$ cat config.mk
export PLATFORM = sky130hd
export DESIGN_NAME = i2c_temp_sensor_reader_top
export DESIGN_NICKNAME = d
export VERILOG_FILES = /design/src/hdl/i2ctr_pkg.sv /design/src/hdl/i2ctr_core.sv /design/src/hdl/i2c_temp_sensor_reader_top.sv
export VERILOG_INCLUDE_DIRS = /design/src /design/src/hdl
export SDC_FILE = /design/constraint.sdc
export NUM_CORES = 1
export LEC_CHECK = 0
export BUFFER_PORTS_ARGS = -buffer_cell sky130_fd_sc_hd__buf_2
export CORE_ASPECT_RATIO = 1.1
export CORE_UTILIZATION = 30
export CTS_CLUSTER_SIZE = 14
export DETAILED_ROUTE_END_ITERATION = 6
export GPL_ROUTABILITY_DRIVEN = 0
export PLACE_DENSITY_LB_ADDON = 0.08
export SLEW_MARGIN = 25
export SYNTH_ARGS = -nofsm -noshare
export SYNTH_HDL_FRONTEND = slang
export SYNTH_SLANG_ARGS = --single-unit
export TNS_END_PERCENT = 30
$ cat constraint.sdc
create_clock -name clock -period 5.8 [get_ports clock]
set_input_delay 0 -clock clock [delete_from_list [all_inputs] [get_ports clock]]
set_output_delay 0 -clock clock [all_outputs]
set_load 0.05 [all_outputs]
$ cat src/hdl/i2c_temp_sensor_reader_top_defines.svh
// Assertion macros of the temperature sensor reader RTL.
// Included by i2ctr_core, the module that carries the concurrent checks; no other dependencies.
`ifndef I2C_TEMP_SENSOR_READER_TOP_DEFINES_SVH
`define I2C_TEMP_SENSOR_READER_TOP_DEFINES_SVH

`ifndef SYNTHESIS
// check with the synchronous reset masking the property
`define I2CTR_ASSERT_RST(lbl, clk, rst, prop, msg) \
   lbl: assert property (@(posedge clk) disable iff (rst) prop) else $error(msg);
// check that also holds across reset
`define I2CTR_ASSERT(lbl, clk, prop, msg) \
   lbl: assert property (@(posedge clk) prop) else $error(msg);
`else
`define I2CTR_ASSERT_RST(lbl, clk, rst, prop, msg)
`define I2CTR_ASSERT(lbl, clk, prop, msg)
`endif

`endif

$ cat src/hdl/i2ctr_pkg.sv
// Types, constants and the bus sequence program of the temperature sensor reader.
// No dependencies; used by i2ctr_core and i2c_temp_sensor_reader_top.
package i2ctr_pkg;

   typedef logic [4:0] step_type;

   localparam step_type STEP_IDLE          = 5'd0;
   localparam step_type STEP_CONVERT_BEGIN = 5'd1;
   localparam step_type STEP_READ_BEGIN    = 5'd8;

   localparam logic [7:0] BYTE_CONVERT = 8'hEE;
   localparam logic [7:0] BYTE_READ    = 8'hAA;
   localparam logic [7:0] BYTE_RD_FLAG = 8'h01;
   localparam logic [3:0] BITS_PER_BYTE = 4'd8;

   // register reset values
   localparam logic [7:0] HALF_PERIOD_RST = 8'd5;
   localparam logic [7:0] ACK_WAIT_RST    = 8'd250;
   localparam logic [6:0] DEV_ADDR_RST    = 7'd72;

   // phase kinds of a program step
   typedef enum logic [5:0] {
      KIND_IDLE = 6'b000001,
      KIND_FIX  = 6'b000010,
      KIND_WLO  = 6'b000100,
      KIND_WHI  = 6'b001000,
      KIND_RLO  = 6'b010000,
      KIND_RHI  = 6'b100000
   } kind_type;

   // byte loaded when a write-bit phase begins
   typedef enum logic [1:0] {
      SEL_ADDR_W  = 2'd0,
      SEL_ADDR_R  = 2'd1,
      SEL_CONVERT = 2'd2,
      SEL_READ    = 2'd3
   } sel_type;

   // command codes on the request word
   typedef enum logic [1:0] {
      OP_TICK    = 2'd0,
      OP_CONVERT = 2'd1,
      OP_READ    = 2'd2
   } op_type;

   // configuration register indexes
   typedef enum logic [1:0] {
      CSR_HALF_PERIOD = 2'd0,
      CSR_ACK_WAIT    = 2'd1,
      CSR_DEV_ADDR    = 2'd2
   } csr_idx_type;

   typedef struct packed {
      kind_type kind;
      logic     scl;
      logic     sda;
      step_type nxt;
      sel_type  sel;
   } desc_type;

   typedef struct packed {
      logic [7:0] half_period;
      logic [7:0] ack_wait;
      logic [6:0] dev_addr;
   } cfg_type;

   typedef struct packed {
      logic              scl;
      logic              sda;
      logic              busy;
      logic              done;
      logic signed [7:0] temperature;
      logic              nack;
   } rsp_type;

   function automatic desc_type mk(kind_type k, logic c, logic d, step_type n, sel_type s);
      desc_type r;
      r.kind = k;
      r.scl  = c;
      r.sda  = d;
      r.nxt  = n;
      r.sel  = s;
      return r;
   endfunction

   // bus sequence program, one entry per step
   function automatic desc_type prog_desc(step_type s);
      desc_type r;
      case (s)
         // conversion: start, address+write, 0xEE
         5'd1:  r = mk(KIND_FIX, 1'b1, 1'b1, 5'd2,  SEL_ADDR_W);
         5'd2:  r = mk(KIND_FIX, 1'b1, 1'b0, 5'd3,  SEL_ADDR_W);
         5'd3:  r = mk(KIND_FIX, 1'b0, 1'b0, 5'd4,  SEL_ADDR_W);
         5'd4:  r = mk(KIND_WLO, 1'b0, 1'b0, 5'd5,  SEL_ADDR_W);
         5'd5:  r = mk(KIND_WHI, 1'b1, 1'b0, 5'd6,  SEL_ADDR_W);
         5'd6:  r = mk(KIND_WLO, 1'b0, 1'b0, 5'd7,  SEL_CONVERT);
         5'd7:  r = mk(KIND_WHI, 1'b1, 1'b0, 5'd25, SEL_ADDR_W);
         // read: start, address+write, 0xAA
         5'd8:  r = mk(KIND_FIX, 1'b1, 1'b1, 5'd9,  SEL_ADDR_W);
         5'd9:  r = mk(KIND_FIX, 1'b1, 1'b0, 5'd10, SEL_ADDR_W);
         5'd10: r = mk(KIND_FIX, 1'b0, 1'b0, 5'd11, SEL_ADDR_W);
         5'd11: r = mk(KIND_WLO, 1'b0, 1'b0, 5'd12, SEL_ADDR_W);
         5'd12: r = mk(KIND_WHI, 1'b1, 1'b0, 5'd13, SEL_ADDR_W);
         5'd13: r = mk(KIND_WLO, 1'b0, 1'b0, 5'd14, SEL_READ);
         5'd14: r = mk(KIND_WHI, 1'b1, 1'b0, 5'd15, SEL_ADDR_W);
         // repeated start
         5'd15: r = mk(KIND_FIX, 1'b0, 1'b1, 5'd16, SEL_ADDR_W);
         5'd16: r = mk(KIND_FIX, 1'b1, 1'b1, 5'd17, SEL_ADDR_W);
         5'd17: r = mk(KIND_FIX, 1'b1, 1'b0, 5'd18, SEL_ADDR_W);
         5'd18: r = mk(KIND_FIX, 1'b0, 1'b0, 5'd19, SEL_ADDR_W);
         // address+read, byte in, master nack
         5'd19: r = mk(KIND_WLO, 1'b0, 1'b0, 5'd20, SEL_ADDR_R);
         5'd20: r = mk(KIND_WHI, 1'b1, 1'b0, 5'd21, SEL_ADDR_W);
         5'd21: r = mk(KIND_RLO, 1'b0, 1'b1, 5'd22, SEL_ADDR_W);
         5'd22: r = mk(KIND_RHI, 1'b1, 1'b1, 5'd23, SEL_ADDR_W);
         5'd23: r = mk(KIND_FIX, 1'b0, 1'b1, 5'd24, SEL_ADDR_W);
         5'd24: r = mk(KIND_FIX, 1'b1, 1'b1, 5'd25, SEL_ADDR_W);
         // stop, shared by both commands
         5'd25: r = mk(KIND_FIX, 1'b0, 1'b0, 5'd26, SEL_ADDR_W);
         5'd26: r = mk(KIND_FIX, 1'b1, 1'b0, 5'd27, SEL_ADDR_W);
         5'd27: r = mk(KIND_FIX, 1'b1, 1'b1, 5'd0,  SEL_ADDR_W);
         default: r = mk(KIND_IDLE, 1'b1, 1'b1, 5'd0, SEL_ADDR_W);
      endcase
      return r;
   endfunction

   function automatic logic [7:0] byte_for(sel_type sel, logic [6:0] addr);
      logic [7:0] r;
      case (sel)
         SEL_ADDR_W:  r = {addr, 1'b0};
         SEL_ADDR_R:  r = {addr, 1'b0} | BYTE_RD_FLAG;
         SEL_CONVERT: r = BYTE_CONVERT;
         default:     r = BYTE_READ;
      endcase
      return r;
   endfunction

   // shift register value on entry to a step
   function automatic logic [7:0] enter_shift(step_type n, logic [7:0] cur, logic [6:0] addr);
      desc_type   d;
      logic [7:0] r;
      d = prog_desc(n);
      if (d.kind == KIND_WLO) begin
         r = byte_for(d.sel, addr);
      end else if (d.kind == KIND_RLO) begin
         r = '0;
      end else begin
         r = cur;
      end
      return r;
   endfunction

endpackage

$ cat src/hdl/i2ctr_core.sv
// Bus sequencer of the temperature sensor reader: step, timers, shift byte, line levels.
// Depends on i2ctr_pkg and i2c_temp_sensor_reader_top_defines.svh.
`include "i2c_temp_sensor_reader_top_defines.svh"

module i2ctr_core (
   input  logic                clock,
   input  logic                reset,
   input  logic                adv,
   input  logic [1:0]          op,
   input  logic                sda_in,
   input  i2ctr_pkg::cfg_type  cfg,
   output i2ctr_pkg::rsp_type  res
);

   i2ctr_pkg::step_type step_ff, step_in;
   logic [3:0]          bits_ff, bits_in;
   logic [7:0]          phase_ff, phase_in;
   logic [7:0]          ack_ff, ack_in;
   logic [7:0]          shift_ff, shift_in;
   logic [7:0]          temp_ff, temp_in;
   logic                clk_ff, clk_in;
   logic                dat_ff, dat_in;
   logic                miss_ff, miss_in;
   logic                done;

   // one tick of the sequence
   always_comb begin
      i2ctr_pkg::desc_type d;
      i2ctr_pkg::step_type e_step;
      logic                start;
      logic [3:0]          e_bits;
      logic [7:0]          e_phase, e_ack, e_shift;
      logic [7:0]          hp, aw, pt1, ack1, rd_shift;
      logic                e_miss, ph_done, bit_out;

      start = (step_ff == i2ctr_pkg::STEP_IDLE) &&
              (op == i2ctr_pkg::OP_CONVERT || op == i2ctr_pkg::OP_READ);
      e_step  = start ? ((op == i2ctr_pkg::OP_CONVERT) ? i2ctr_pkg::STEP_CONVERT_BEGIN
                                                       : i2ctr_pkg::STEP_READ_BEGIN)
                      : step_ff;
      e_phase = start ? 8'd0 : phase_ff;
      e_ack   = start ? 8'd0 : ack_ff;
      e_bits  = start ? 4'd0 : bits_ff;
      e_shift = start ? i2ctr_pkg::enter_shift(e_step, shift_ff, cfg.dev_addr) : shift_ff;
      e_miss  = start ? 1'b0 : miss_ff;

      // zero timing registers act as one
      hp       = (cfg.half_period == 8'd0) ? 8'd1 : cfg.half_period;
      aw       = (cfg.ack_wait == 8'd0) ? 8'd1 : cfg.ack_wait;
      pt1      = e_phase + 8'd1;
      ph_done  = (pt1 >= hp);
      ack1     = e_ack + 8'd1;
      bit_out  = (e_bits < i2ctr_pkg::BITS_PER_BYTE) ? e_shift[7] : 1'b1;
      rd_shift = {e_shift[6:0], sda_in};
      d        = i2ctr_pkg::prog_desc(e_step);

      step_in  = e_step;
      phase_in = e_phase;
      ack_in   = e_ack;
      bits_in  = e_bits;
      shift_in = e_shift;
      miss_in  = e_miss;
      temp_in  = temp_ff;
      clk_in   = clk_ff;
      dat_in   = dat_ff;
      done     = 1'b0;

      if (e_step != i2ctr_pkg::STEP_IDLE) begin
         unique case (d.kind)
            i2ctr_pkg::KIND_FIX: begin
               clk_in   = d.scl;
               dat_in   = d.sda;
               phase_in = pt1;
               if (ph_done) begin
                  step_in  = d.nxt;
                  phase_in = 8'd0;
                  ack_in   = 8'd0;
                  bits_in  = 4'd0;
                  shift_in = i2ctr_pkg::enter_shift(d.nxt, e_shift, cfg.dev_addr);
                  done     = (d.nxt == i2ctr_pkg::STEP_IDLE);
               end
            end
            i2ctr_pkg::KIND_WLO: begin
               clk_in   = 1'b0;
               dat_in   = bit_out;
               phase_in = pt1;
               if (ph_done) begin
                  step_in  = d.nxt;
                  phase_in = 8'd0;
               end
            end
            i2ctr_pkg::KIND_WHI: begin
               clk_in = 1'b1;
               dat_in = bit_out;
               if (e_bits < i2ctr_pkg::BITS_PER_BYTE) begin
                  // data bit high phase, then back to its low phase
                  phase_in = pt1;
                  if (ph_done) begin
                     shift_in = {e_shift[6:0], 1'b0};
                     bits_in  = e_bits + 4'd1;
                     step_in  = e_step - 5'd1;
                     phase_in = 8'd0;
                  end
               end else if (!sda_in || ack1 >= aw) begin
                  // ack seen or timed out
                  miss_in  = e_miss | sda_in;
                  step_in  = d.nxt;
                  phase_in = 8'd0;
                  ack_in   = 8'd0;
                  bits_in  = 4'd0;
                  shift_in = i2ctr_pkg::enter_shift(d.nxt, e_shift, cfg.dev_addr);
               end else begin
                  ack_in = ack1;
               end
            end
            i2ctr_pkg::KIND_RLO: begin
               clk_in   = 1'b0;
               dat_in   = 1'b1;
               phase_in = pt1;
               if (ph_done) begin
                  step_in  = d.nxt;
                  phase_in = 8'd0;
               end
            end
            i2ctr_pkg::KIND_RHI: begin
               clk_in   = 1'b1;
               dat_in   = 1'b1;
               phase_in = pt1;
               if (ph_done) begin
                  // sample on the last tick of the high phase
                  shift_in = rd_shift;
                  bits_in  = e_bits + 4'd1;
                  if (e_bits + 4'd1 >= i2ctr_pkg::BITS_PER_BYTE) begin
                     temp_in  = rd_shift;
                     step_in  = d.nxt;
                     phase_in = 8'd0;
                     ack_in   = 8'd0;
                     bits_in  = 4'd0;
                     shift_in = i2ctr_pkg::enter_shift(d.nxt, rd_shift, cfg.dev_addr);
                  end else begin
                     step_in  = e_step - 5'd1;
                     phase_in = 8'd0;
                  end
               end
            end
            default: begin
               step_in = i2ctr_pkg::STEP_IDLE;
               clk_in  = 1'b1;
               dat_in  = 1'b1;
            end
         endcase
      end
   end

   // result word of this tick
   always_comb begin
      res.scl         = clk_in;
      res.sda         = dat_in;
      res.busy        = (step_in != i2ctr_pkg::STEP_IDLE);
      res.done        = done;
      res.temperature = signed'(temp_in);
      res.nack        = miss_in;
   end

   // sequencer state
   always_ff @(posedge clock) begin
      if (reset) begin
         step_ff  <= i2ctr_pkg::STEP_IDLE;
         bits_ff  <= '0;
         phase_ff <= '0;
         ack_ff   <= '0;
         shift_ff <= '0;
         temp_ff  <= '0;
         clk_ff   <= 1'b1;
         dat_ff   <= 1'b1;
         miss_ff  <= 1'b0;
      end else if (adv) begin
         step_ff  <= step_in;
         bits_ff  <= bits_in;
         phase_ff <= phase_in;
         ack_ff   <= ack_in;
         shift_ff <= shift_in;
         temp_ff  <= temp_in;
         clk_ff   <= clk_in;
         dat_ff   <= dat_in;
         miss_ff  <= miss_in;
      end
   end

   `I2CTR_ASSERT_RST(a_done_released, clock, reset, adv && res.done |-> !res.busy && res.scl && res.sda, "done without released idle bus")
   `I2CTR_ASSERT_RST(a_bits_range, clock, reset, bits_ff <= i2ctr_pkg::BITS_PER_BYTE, "bit count past one byte")
   `I2CTR_ASSERT_RST(a_hold_stall, clock, reset, !adv |=> $stable(step_ff) && $stable(miss_ff) && $stable(temp_ff), "state moved without a tick")
   `I2CTR_ASSERT(a_reset_idle, clock, reset |=> step_ff == i2ctr_pkg::STEP_IDLE && clk_ff && dat_ff, "reset left bus not idle")

endmodule

$ cat src/hdl/i2c_temp_sensor_reader_top.sv
// Top level of the temperature sensor reader: stream ports, input and result registers,
// configuration registers. Depends on i2ctr_pkg and i2ctr_core.
//
// Each request word is one bus timing tick and yields exactly one response word with the
// SCL/SDA levels to drive, busy/done flags, the last temperature byte and the nack flag.
// One word is taken every clock while rsp_tready is held. A word passes the input register,
// the sequencer logic and the result register. Its response is offered once the word has
// moved from the input register into the result register. While a response waits on
// rsp_tready the input register still takes one more word; then req_tready drops.
// A command (convert or read) is honored only when the sequencer is idle. Write the
// configuration registers only while no transaction is running.
module i2c_temp_sensor_reader_top (
   input  logic        clock,
   input  logic        reset,
   input  logic        req_tvalid,
   output logic        req_tready,
   input  logic [7:0]  req_tdata,   // op[1:0], sda_in[2], zero[7:3]
   output logic        rsp_tvalid,
   input  logic        rsp_tready,
   output logic [15:0] rsp_tdata,   // scl_out[0], sda_out[1], busy_res[2], done_res[3],
                                    // temperature[11:4], nack_seen[12], zero[15:13]
   input  logic        csr_we,
   input  logic [1:0]  csr_addr,
   input  logic [7:0]  csr_wdata
);

   logic               in_valid_ff;
   logic [1:0]         in_op_ff;
   logic               in_sda_ff;
   logic               out_valid_ff;
   i2ctr_pkg::rsp_type out_ff;
   i2ctr_pkg::rsp_type res;
   i2ctr_pkg::cfg_type cfg_ff;
   logic               adv;

   // a word moves on when the result register is free or draining
   assign adv        = in_valid_ff && (!out_valid_ff || rsp_tready);
   assign req_tready = !in_valid_ff || adv;
   assign rsp_tvalid = out_valid_ff;
   assign rsp_tdata  = {3'b000, out_ff.nack, out_ff.temperature, out_ff.done,
                        out_ff.busy, out_ff.sda, out_ff.scl};

   // input register
   always_ff @(posedge clock) begin
      if (reset) begin
         in_valid_ff <= 1'b0;
      end else if (req_tvalid && req_tready) begin
         in_valid_ff <= 1'b1;
      end else if (adv) begin
         in_valid_ff <= 1'b0;
      end
   end

   always_ff @(posedge clock) begin
      if (req_tvalid && req_tready) begin
         in_op_ff  <= req_tdata[1:0];
         in_sda_ff <= req_tdata[2];
      end
   end

   // result register
   always_ff @(posedge clock) begin
      if (reset) begin
         out_valid_ff <= 1'b0;
      end else if (adv) begin
         out_valid_ff <= 1'b1;
      end else if (rsp_tready) begin
         out_valid_ff <= 1'b0;
      end
   end

   always_ff @(posedge clock) begin
      if (adv) begin
         out_ff <= res;
      end
   end

   // configuration registers
   always_ff @(posedge clock) begin
      if (reset) begin
         cfg_ff.half_period <= i2ctr_pkg::HALF_PERIOD_RST;
         cfg_ff.ack_wait    <= i2ctr_pkg::ACK_WAIT_RST;
         cfg_ff.dev_addr    <= i2ctr_pkg::DEV_ADDR_RST;
      end else if (csr_we) begin
         unique case (csr_addr)
            i2ctr_pkg::CSR_HALF_PERIOD: cfg_ff.half_period <= csr_wdata;
            i2ctr_pkg::CSR_ACK_WAIT:    cfg_ff.ack_wait    <= csr_wdata;
            i2ctr_pkg::CSR_DEV_ADDR:    cfg_ff.dev_addr    <= csr_wdata[6:0];
            default: ;
         endcase
      end
   end

   i2ctr_core u_core (
      .clock  (clock),
      .reset  (reset),
      .adv    (adv),
      .op     (in_op_ff),
      .sda_in (in_sda_ff),
      .cfg    (cfg_ff),
      .res    (res)
   );

endmodule
==> impl_metrics.ini, run 1 <==
[drt]
viasPerCell = 5.793
remaining_drc_errors = 0
first_pass_iters = 5
drt-total-wl_um = 21540
wl_per_cell_um = 19.72
num_vias = 6326
drtIter0Drc = 535
ant_nets = 0

[placed_design]
pre_cts_slack_ns = 0.7139
dp_hpwl_um = 15410
io_buffers = 32

[clock_tree]
numCtsBuffers = 9
postCtsSetupBuffers = 0
clkTransAtPathRegs_ns = 0.07
clk_latency_ns = 0.35
htree_levels = 3
cts.path.max_buffers = 2
numClockSinks = 85
cts_root_buf = clkbuf_16
cts_tree = built

[finish]
diodes = 0
regArea_mm2 = 0.001862
drive_gt1_frac = 0.1244
final_cell_mix = nor2_1 (103), nand2_1 (93), dfxtp_1 (69)
syn_to_final_growth_pct = 12.32
final_common_cell = nor2_1
multi_input_comb_area_mm2 = 0.004119
fillCellCount = 2215
fin_util = 0.3447
final_nets = 884

[critical_path]
r2r_cells = 15
start_kind = flip-flop
critPathKind = reg2reg
worstReg2RegEnd = rsp_tdata[2]
critPathArrivalTime_ns = 5.24
cp-end-kind = flip-flop
reg2reg_slack_ns = 0.62
worstReg2RegStart = in_op_ff[0]
required_ns = 5.86
path_max_fanout = 17

[global_routing]
grt-ovfl-total = 0
antenna_found_initial = 0
grt_max_degree = 63
grt_usage = 0.2017
grt_pass1_vias = 5942
grt_first_pass_wirelength_um = 34140

[min_path]
holdPathStages = 4
hold_start = csr_addr[0]
holdPathEnd = cfg_ff[7]
holdCritPathClass = in2reg

[floorplanning]
num_rows = 55
chipWidth_um = 140.6
core_mm2 = 0.02064
die_area_mm2 = 0.02170
start_util = 0.3068
die_h_um = 154.4
top_level_ports = 41

[yosys]
async_flop_share = 0
synthTopCellsByArea = dfxtp_1 (22%), edfxtp_1 (7.6%), nor2_1 (6.1%)
syn-mean-instance-area_um2 = 7.792
synthCells = 813
synth-seq-cells = 85
synth_top_area_frac = 0.2181
synthFlopType = dfxtp_1
synth_warnings = 0
synth_cell_types = 97
netlist_area_mm2 = 0.006335
synth-edff-count = 16
seq_area_frac_synth = 0.2939
synth_area_leader_cell = dfxtp_1

[sta]
hold_violations = 0
setup_ws_ns = 0.6185
fmax_mhz = 193.0
setup-tns-final_ns = 0
period_needed_ns = 5.181
fin_crit_sh = 0.8934
clock_skew_ns = 0.01001
drv_slew = 0
setup_viol = 0
maxSlewHeadroom = 0.2646
tightest_slew_ns = 1.097
rsz0062_at_grt = no

[job]
drv_cap = 0

[status]
status = completed

[pwr]
power.total_mw = 1.692
seqPwrFrac = 0.382
swShare = 0.3501
power_frac_comb = 0.271
p_int_mw = 1.100
vdd_drop_max_uv = 135.7
leakage_nw = 2.696
power_density_mw_per_mm2 = 237.8
power.switching_uw = 592.4
clkPwrFrac = 0.347
-- layer usage --
layer  global-route usage  vias to the layer above  wire length [µm]
li1                     -                     3052                 -
met1               0.2640                     3039              9802
met2               0.3369                      198             10120
met3              0.02786                       37              1044
met4              0.07505                        0               573
met5                    0                        -                 0
-- per-stage QoR --
step / hold WS, ns / instances / cell area [µm²]
5_1_grt: 0.03741 / 1092 / 7116
2_1_floorplan: 0.09887 / 815 / 6342
6_report: 0.02707 / 1092 / 7116
4_1_cts: 0.01853 / 1092 / 7116
3_3_place_gp: 0.1785 / 1064 / 6699
3_5_place_dp: 0.1781 / 1064 / 6699
-- timing repair --
item | CTS | global route
resized for setup | 0 | 0
hold endpoints to repair | 27 | 0
endpoints found under the setup margin | 0 | 0
hold buffers | 13 | 0
-- kinds of logic after synthesis --
logic type                 count (synthesis)  share of synthesized area
AOI/OAI and AO/OA                        272                     0.3089
xor gates and xnor gates                  13                    0.01797
adders and majority gates                 30                    0.05886
buffers and inverters                     82                    0.05708
DFF                                       85                     0.2939
muxes                                     10                    0.01620
other                                      1                  0.0005920
and+or+nand+nor                          320                     0.2465
-- critical path, cell delays in order, from the launching register on --
cell      delay [ns]
edfxtp_1        0.37
ha_1            0.35
or4_1           0.45
nor2_1          0.20
buf_4           0.29
a21o_1          0.37
ha_1            0.35
nand2_1         0.13
o221a_2         0.31
or3_1           0.46
and4_1          0.36
nand2_4         0.20
o21ai_2         0.17
a31o_1          0.29
a311oi_2        0.35
nand4_1         0.22
-- area by class of cell --
cell class | instances | share of cell area
clock buffer | 13 | 0.03816
clock inverter | 2 | 0.002110
inverter | 26 | 0.01372
multi-input combinational | 648 | 0.5789
sequential | 85 | 0.2617
tap | 256 | 0.04501
timing repair buffer | 62 | 0.06049
-- worst max path at each step --
stage                           start  slack (ns)  cells after the start                 end
floorplan                 in_op_ff[0]        1.20                     21   u_core.bits_ff[0]
global placement          in_op_ff[0]        0.75                     15        rsp_tdata[2]
detailed placement        in_op_ff[0]        0.71                     15        rsp_tdata[2]
CTS                       in_op_ff[0]        0.67                     15        rsp_tdata[2]
global route        u_core.step_ff[3]        0.28                     19  u_core.shift_ff[3]
finish                    in_op_ff[0]        0.62                     15        rsp_tdata[2]
-- power groups by stage --
stage	Clock [mW]	Combinational, mW	Sequential (mW)
after floorplan	0	0.305	0.672
after global placement	0	0.442	0.658
after detailed placement	0	0.445	0.659
after CTS	0.602	0.453	0.645
after global routing	0.628	0.496	0.649
final	0.588	0.459	0.646
-- cell usage after synthesis (5+ instances only) --
| cell type | count |
|---|---|
| inv_1 | 24 |
| a32oi_1 | 5 |
| nand4_1 | 11 |
| o21ai_0 | 39 |
| mux2i_1 | 8 |
| a211oi_1 | 15 |
| a211o_1 | 10 |
| nand2b_1 | 9 |
| nor2_1 | 103 |
| a22o_1 | 12 |
| a21oi_1 | 63 |
| buf_2 | 15 |
| o21ai_1 | 13 |
| xor2_1 | 11 |
| a21o_1 | 10 |
| o21a_1 | 8 |
| nor4_1 | 8 |
| buf_4 | 5 |
| and2_1 | 10 |
| nor3_1 | 8 |
| nand3_1 | 27 |
| o22ai_1 | 9 |
| and3_1 | 5 |
| ha_1 | 29 |
| edfxtp_1 | 16 |
| a22oi_1 | 7 |
| dfxtp_1 | 69 |
| clkbuf_1 | 33 |
| a31oi_1 | 11 |
| nand2_1 | 93 |
| or3_1 | 6 |
-- state kept, by name (all words and copies together), names as in the netlist --
register / count
in_valid_ff: 1
u_core.step_ff: 5
cfg_ff: 23
u_core.dat_ff: 1
u_core.miss_ff: 1
in_op_ff: 2
rsp_tdata: 13
u_core.clk_ff: 1
rsp_tvalid: 1
in_sda_ff: 1
u_core.phase_ff: 8
u_core.temp_ff: 8
u_core.shift_ff: 8
u_core.bits_ff: 4
u_core.ack_ff: 8
Note: power is estimated with default switching activity, not from simulation.
==> inputs of run 2 (changes only) <==
--- a/config.mk
+++ b/config.mk
@@ -6,6 +6,7 @@
 export SDC_FILE = /design/constraint.sdc
 export NUM_CORES = 1
 export LEC_CHECK = 0
+export ABC_AREA = 1
 export BUFFER_PORTS_ARGS = -buffer_cell sky130_fd_sc_hd__buf_2
 export CORE_ASPECT_RATIO = 1.1
 export CORE_UTILIZATION = 30
==> run 2 against run 1 <==
The run now ends with negative hold slack left. Power grew 24%. Via count increased by 4.0%. Setup slack better by 0.64 ns. Largest cell class unchanged.
==> impl_metrics.ini, run 2 <==
[drt]
wl_per_cell_um = 16.45
drtIter0Drc = 296
viasPerCell = 5.013
remaining_drc_errors = 0
ant_nets = 0
num_vias = 6577
drt-total-wl_um = 21580
first_pass_iters = 5

[critical_path]
worstReg2RegStart = in_op_ff[0]
worstReg2RegEnd = rsp_tdata[2]
critPathArrivalTime_ns = 4.63
path_depth = 23
worstSetupStartpoint = in_op_ff[0]
critPathSlowestCell = edfxtp_1
path_cells = ha_1, nor2_2, nand3_2, nand2_1, inv_1, ha_1, nand3_1, nor2_1, nand2_1, xor2_1, inv_1, ha_1, nand2_1, nor2_1, nand4_1, nand3_1, buf_4, inv_1, buf_4, o211ai_1, nand3_1, a21oi_1, nand3_1
max_stage_delay_ns = 0.37
r2r_cells = 23
path_max_fanout = 18
cpLargestDelayFamily = simple AND/OR/NAND/NOR gates
worst_path_most_repeated_cell = nand3_1
critPathKind = reg2reg
reg2reg_slack_ns = 1.26
required_ns = 5.89
start_kind = flip-flop
critPathBufInv = 5
worstSetupEndpoint = rsp_tdata[2]
cp-end-kind = flip-flop

[yosys]
async_flop_share = 0
seq_area_frac_synth = 0.2792
synth_area_leader_cell = dfxtp_1
netlist_area_mm2 = 0.006669
ys_top_cells_by_count = nand2_1 (224), inv_1 (122), o21ai_0 (83), a21oi_1 (81)
synthCells = 991
synth-seq-cells = 85
synth-edff-count = 16
syn-mean-instance-area_um2 = 6.729
synthFlopType = dfxtp_1
synth_warnings = 0
synth_most_common_cell = nand2_1
synth_cell_types = 58
synth_top_area_frac = 0.2071
synthTopCellsByArea = dfxtp_1 (21%), nand2_1 (13%), edfxtp_1 (7.2%)

[sta]
fin_crit_sh = 0.7832
setup_ws_ns = 1.258
drv_slew = 0
fmax_mhz = 220.2
period_needed_ns = 4.542
rsz0062_at_grt = no
maxSlewHeadroom = 0.4475
tightest_slew_ns = 0.8287
hold_violations = 1
setup-tns-final_ns = 0
setup_viol = 0
whs_ns = -0.0002494
clock_skew_ns = 0.009255

[placed_design]
pre_cts_slack_ns = 1.214
dp_hpwl_um = 15630
io_buffers = 32

[finish]
fillCellCount = 2454
diodes = 0
syn_to_final_growth_pct = 13.25
drive_gt1_frac = 0.1341
largest_reg_flops = 23
final_nets = 1069
final_common_cell = nand2_1
regMostFlops = cfg_ff
final_cell_mix = nand2_1 (223), inv_1 (121), o21ai_0 (83)

[clock_tree]
cts_tree = built
numCtsBuffers = 9
htree_levels = 3
postCtsSetupBuffers = 0
clk_latency_ns = 0.35
cts_root_buf = clkbuf_16
clkTransAtPathRegs_ns = 0.07
numClockSinks = 85
cts.path.max_buffers = 2

[global_routing]
grt-ovfl-total = 0
grt_pass1_vias = 6290
grt_usage = 0.1982
grt_first_pass_wirelength_um = 34490
antenna_found_initial = 0
grt_max_degree = 54

[min_path]
holdCritPathClass = in2reg
holdPathStages = 3

[pwr]
vdd_drop_max_uv = 132.1
power.total_mw = 2.103
power_density_mw_per_mm2 = 278.5
leakage_nw = 3.464

[floorplanning]
num_rows = 56
top_level_ports = 41
die_h_um = 158.4
die_area_mm2 = 0.02283
chipWidth_um = 144.2
core_mm2 = 0.02158
start_util = 0.3090

[job]
drv_cap = 0

[status]
status = finished, violations left
violations = negative hold slack
-- run 2: cell types whose count changed after synthesis, sizes merged, moves of 11 or more --
cell and change:
and2 -12, nand3 +46, nand2 +147, a22o -12
a211oi -17, nor2 -34, o21ai +60, a21oi +19
a21o -11, inv +115, o211ai +20
-- run 2: through the flow --
stage / std cells / utilization / hold slack (ns) / cell area, µm²
after global placement: 1280 / 0.3275 / 0.1829 / 7068
after detailed placement: 1280 / 0.3275 / 0.1816 / 7068
after global routing: 1312 / 0.3500 / 0.04876 / 7552
after floorplan: 993 / - / 0.09887 / 6676
after CTS: 1312 / 0.3499 / 0.007149 / 7551
final: 1312 / 0.3500 / -0.0002494 / 7552
-- run 2: cells by family (layout without fill, tap and decap cells) --
group	after synthesis	in the layout	share of synthesized area
AOI/OAI and AO/OA	261	261	0.2390
xor gates and xnor gates	10	10	0.01313
adders and majority gates	29	29	0.05441
buffers and inverters	186	215	0.1146
DFF	85	85	0.2792
muxes	1	1	0.001501
other	1	3	0.0005623
and+or+nand+nor	418	418	0.2976
-- run 2: worst min path at each step --
| stage | startpoint | to | slack [ns] |
|---|---|---|---|
| 2_1_floorplan | req_tdata[0] | in_op_ff[0] | 0.1 |
| 3_3_place_gp | req_tdata[1] | in_op_ff[1] | 0.18 |
| 3_5_place_dp | req_tdata[1] | in_op_ff[1] | 0.18 |
| 4_1_cts | csr_addr[0] | cfg_ff[17] | 0.007 |
| 5_1_grt | csr_addr[0] | cfg_ff[17] | 0.05 |
| 6_report | csr_addr[0] | cfg_ff[17] | -0.0002 |
-- run 2: area by class of cell --
| type | count | area (µm²) | share of cell area |
|---|---|---|---|
| Clock inverter | 7 | 97.59 | 0.01292 |
| Clock buffer | 9 | 225.2 | 0.02982 |
| Tap cell | 290 | 362.8 | 0.04805 |
| Inverter | 140 | 536.8 | 0.07107 |
| Sequential cell | 85 | 1862 | 0.2465 |
| Multi-Input combinational cell | 722 | 4053 | 0.5366 |
| Timing Repair Buffer | 59 | 415.4 | 0.05500 |
-- run 2: timing repair --
item | CTS | global route
hold buffers | 16 | 0
hold endpoints to repair | 18 | 0
gates resized for setup | 0 | 0
-- run 2: worst reg2reg max path: cells and delay by family, from the launching register on --
| kind | cells | cell delay [ns] |
|---|---|---|
| buffers and inverters | 5 | 0.89 |
| flip-flops | 1 | 0.37 |
| XOR/XNOR | 1 | 0.23 |
| AND/OR/NAND/NOR | 12 | 1.60 |
| adder cells (fa/ha/maj) | 3 | 0.84 |
| AO/OA/AOI/OAI | 2 | 0.36 |
-- run 2: routing by layer --
metal	wire (µm)	share of wire	track usage
met4	328	0.015	0.05564
met5	0	0	0
met1	10640	0.49	0.2631
met2	10100	0.47	0.3340
met3	508	0.024	0.02617
-- run 2: report_power, final --
part           internal (mW)  leakage (nW)  total, mW  switching [mW]
sequential             0.645         0.719      0.669          0.0238
combinational          0.231          2.59      0.791           0.561
clock                  0.380         0.154      0.643           0.263
total                   1.26          3.46       2.10           0.848
==> inputs of run 3 (changes only) <==
--- a/config.mk
+++ b/config.mk
@@ -6,7 +6,7 @@
 export SDC_FILE = /design/constraint.sdc
 export NUM_CORES = 1
 export LEC_CHECK = 0
-export ABC_AREA = 1
+export ABC_AREA = 0
 export BUFFER_PORTS_ARGS = -buffer_cell sky130_fd_sc_hd__buf_2
 export CORE_ASPECT_RATIO = 1.1
 export CORE_UTILIZATION = 30
==> constraint.sdc (replaced) <==
create_clock -name clock -period 4.2 [get_ports clock]
set_input_delay 0 -clock clock [delete_from_list [all_inputs] [get_ports clock]]
set_output_delay 0 -clock clock [all_outputs]
set_load 0.05 [all_outputs]
==> run 3 against run 2 <==
The flow now finishes without violations. Die area is 4.9% lower. Critical path type unchanged. Sequential share of layout area fell by 2.6 points. Highest routed layer unchanged. Clock skew rose by 0.00085 ns. Cell count down 6.1%. Critical endpoint unchanged.
==> impl_metrics.ini, run 3 (same netlist as run 1, synthesis figures left out) <==
[status]
status = completed

[finish]
diodes = 0
final_nets = 1023
drive_gt1_frac = 0.2961
final_cell_mix = buf_4 (151), nor2_1 (96), nand2_1 (92)
final_common_cell = buf_4
syn_to_final_growth_pct = 33.56
fin_util = 0.4098
fillCellCount = 2130
regMostFlops = cfg_ff
largest_reg_flops = 23
design_area_mm2 = 0.008461

[critical_path]
cpLargestDelayFamily = compound AO/OA/AOI/OAI gates
max_stage_delay_ns = 0.45
critPathSlowestCell = or4_4
reg2reg_slack_ns = 0.12
worst_path_most_repeated_cell = nor2_4
required_ns = 4.29
cp-end-kind = flip-flop
worstSetupEndpoint = rsp_tdata[2]
r2r_cells = 19
path_max_fanout = 5
critPathBufInv = 1
path_cells = ha_4, or4_4, nor2_4, nor2_2, ha_2, nand3_2, xor2_1, nor2_1, ha_1, a21o_1, a2111oi_4, o21a_1, nor2_4, buf_6, nand2_1, o21ai_0, a31o_1, a311oi_2, nand4_1
worstSetupStartpoint = in_op_ff[0]
path_depth = 19
worstReg2RegEnd = rsp_tdata[2]
worstReg2RegStart = in_op_ff[0]
start_kind = flip-flop
critPathArrivalTime_ns = 4.18
critPathKind = reg2reg

[sta]
tightest_slew_ns = 0.7557
rsz0062_at_grt = yes
setup_viol = 0
period_needed_ns = 4.085
setup_ws_ns = 0.1153
drv_slew = 0
maxSlewHeadroom = 0.4957
hold_violations = 0
fin_crit_sh = 0.9725
clock_skew_ns = 0.01010
fmax_mhz = 244.8
setup-tns-final_ns = 0

[job]
drv_cap = 0

[floorplanning]
num_rows = 55
start_util = 0.3068
chipWidth_um = 140.6
top_level_ports = 41
die_h_um = 154.4
core_mm2 = 0.02064
die_area_mm2 = 0.02170

[drt]
ant_nets = 0
viasPerCell = 5.589
remaining_drc_errors = 0
drt-total-wl_um = 23630
drtIter0Drc = 485
first_pass_iters = 5
wl_per_cell_um = 19.18
num_vias = 6886

[clock_tree]
htree_levels = 3
cts.path.max_buffers = 2
cts_tree = built
numClockSinks = 85
clkTransAtPathRegs_ns = 0.06
clk_latency_ns = 0.36
cts_root_buf = clkbuf_16
numCtsBuffers = 9

[placed_design]
pre_cts_slack_ns = -0.1909
dp_hpwl_um = 17530
io_buffers = 32
place_area_mm2 = 0.007679

[global_routing]
grt_max_degree = 44
grt_usage = 0.2187
antenna_found_initial = 0
grt_first_pass_wirelength_um = 36570
grt-ovfl-total = 0
grt_pass1_vias = 6599

[min_path]
holdPathStages = 4
holdCritPathClass = in2reg

[pwr]
leakage_nw = 3.417
power_density_mw_per_mm2 = 299.4
vdd_drop_max_uv = 199.1
run 3: cell count changes in the layout (fill, tap and decap cells not counted), moves of 10 or more:
cell / delta
o211ai_1: -18
buf_4: +141
a21oi_1: -22
nor2_1: +41
inv_2: -12
a22o_1: +12
inv_1: -98
nand2_1: -131
nand3_1: -44
and2_1: +10
o21ai_0: -47
a211oi_1: +11
run 3: routing by layer:
layer	share of wire	wire, µm	vias to the layer above	track usage
met3	0.043	1007	39	0.03096
met1	0.44	10350	3341	0.2752
met5	0	0	-	0
li1	-	-	3322	-
met4	0.026	603	0	0.08023
met2	0.49	11670	184	0.3790
run 3: final cells by class:
type / count / area [µm²] / area share
Clock buffer: 12 / 246.5 / 0.02913
Clock inverter: 4 / 30.03 / 0.003549
Inverter: 26 / 102.6 / 0.01213
Multi-Input combinational cell: 648 / 4404 / 0.5206
Sequential cell: 85 / 1862 / 0.2201
Tap cell: 256 / 320.3 / 0.03786
Timing Repair Buffer: 201 / 1495 / 0.1767
run 3: timing repair:
item / in CTS / in global routing
gates resized for setup: 9 / 54
endpoints found under the setup margin: 34 / 45
buffers inserted: 3 / 9
pin swaps: 3 / 22
hold buffers: 13 / 0
endpoints found under the hold margin: 27 / 0
run 3: worst register-to-register path, stage by stage (launching register included):
cell       delay [ns]
edfxtp_1         0.41
ha_4             0.25
or4_4            0.45
nor2_4           0.12
nor2_2           0.05
ha_2             0.18
nand3_2          0.09
xor2_1           0.15
nor2_1           0.07
ha_1             0.32
a21o_1           0.21
a2111oi_4        0.31
o21a_1           0.26
nor2_4           0.08
buf_6            0.15
nand2_1          0.05
o21ai_0          0.06
a31o_1           0.19
a311oi_2         0.28
nand4_1          0.14
run 3: how the worst min path moves through the flow:
stage                  from           to  slack, ns
4_1_cts         csr_addr[0]    cfg_ff[9]       0.02
3_3_place_gp   req_tdata[2]    in_sda_ff       0.18
5_1_grt         csr_addr[0]    cfg_ff[9]       0.04
2_1_floorplan  req_tdata[0]  in_op_ff[0]        0.1
3_5_place_dp   req_tdata[0]  in_op_ff[0]       0.18
6_report             csr_we    cfg_ff[9]       0.02
run 3: power by group:
part	total [mW]	internal (mW)	leakage (nW)	switching, mW
combinational	0.860	0.358	2.57	0.502
clock	0.785	0.422	0.138	0.363
sequential	0.888	0.865	0.706	0.0233
run 3: per-stage QoR:
step	hold slack, ns	instances	total power, mW
6_report	0.02162	1232	2.533
2_1_floorplan	0.09887	815	1.355
3_5_place_dp	0.1786	1191	1.681
5_1_grt	0.04121	1232	2.654
4_1_cts	0.01730	1223	2.486
3_3_place_gp	0.1762	1191	1.677
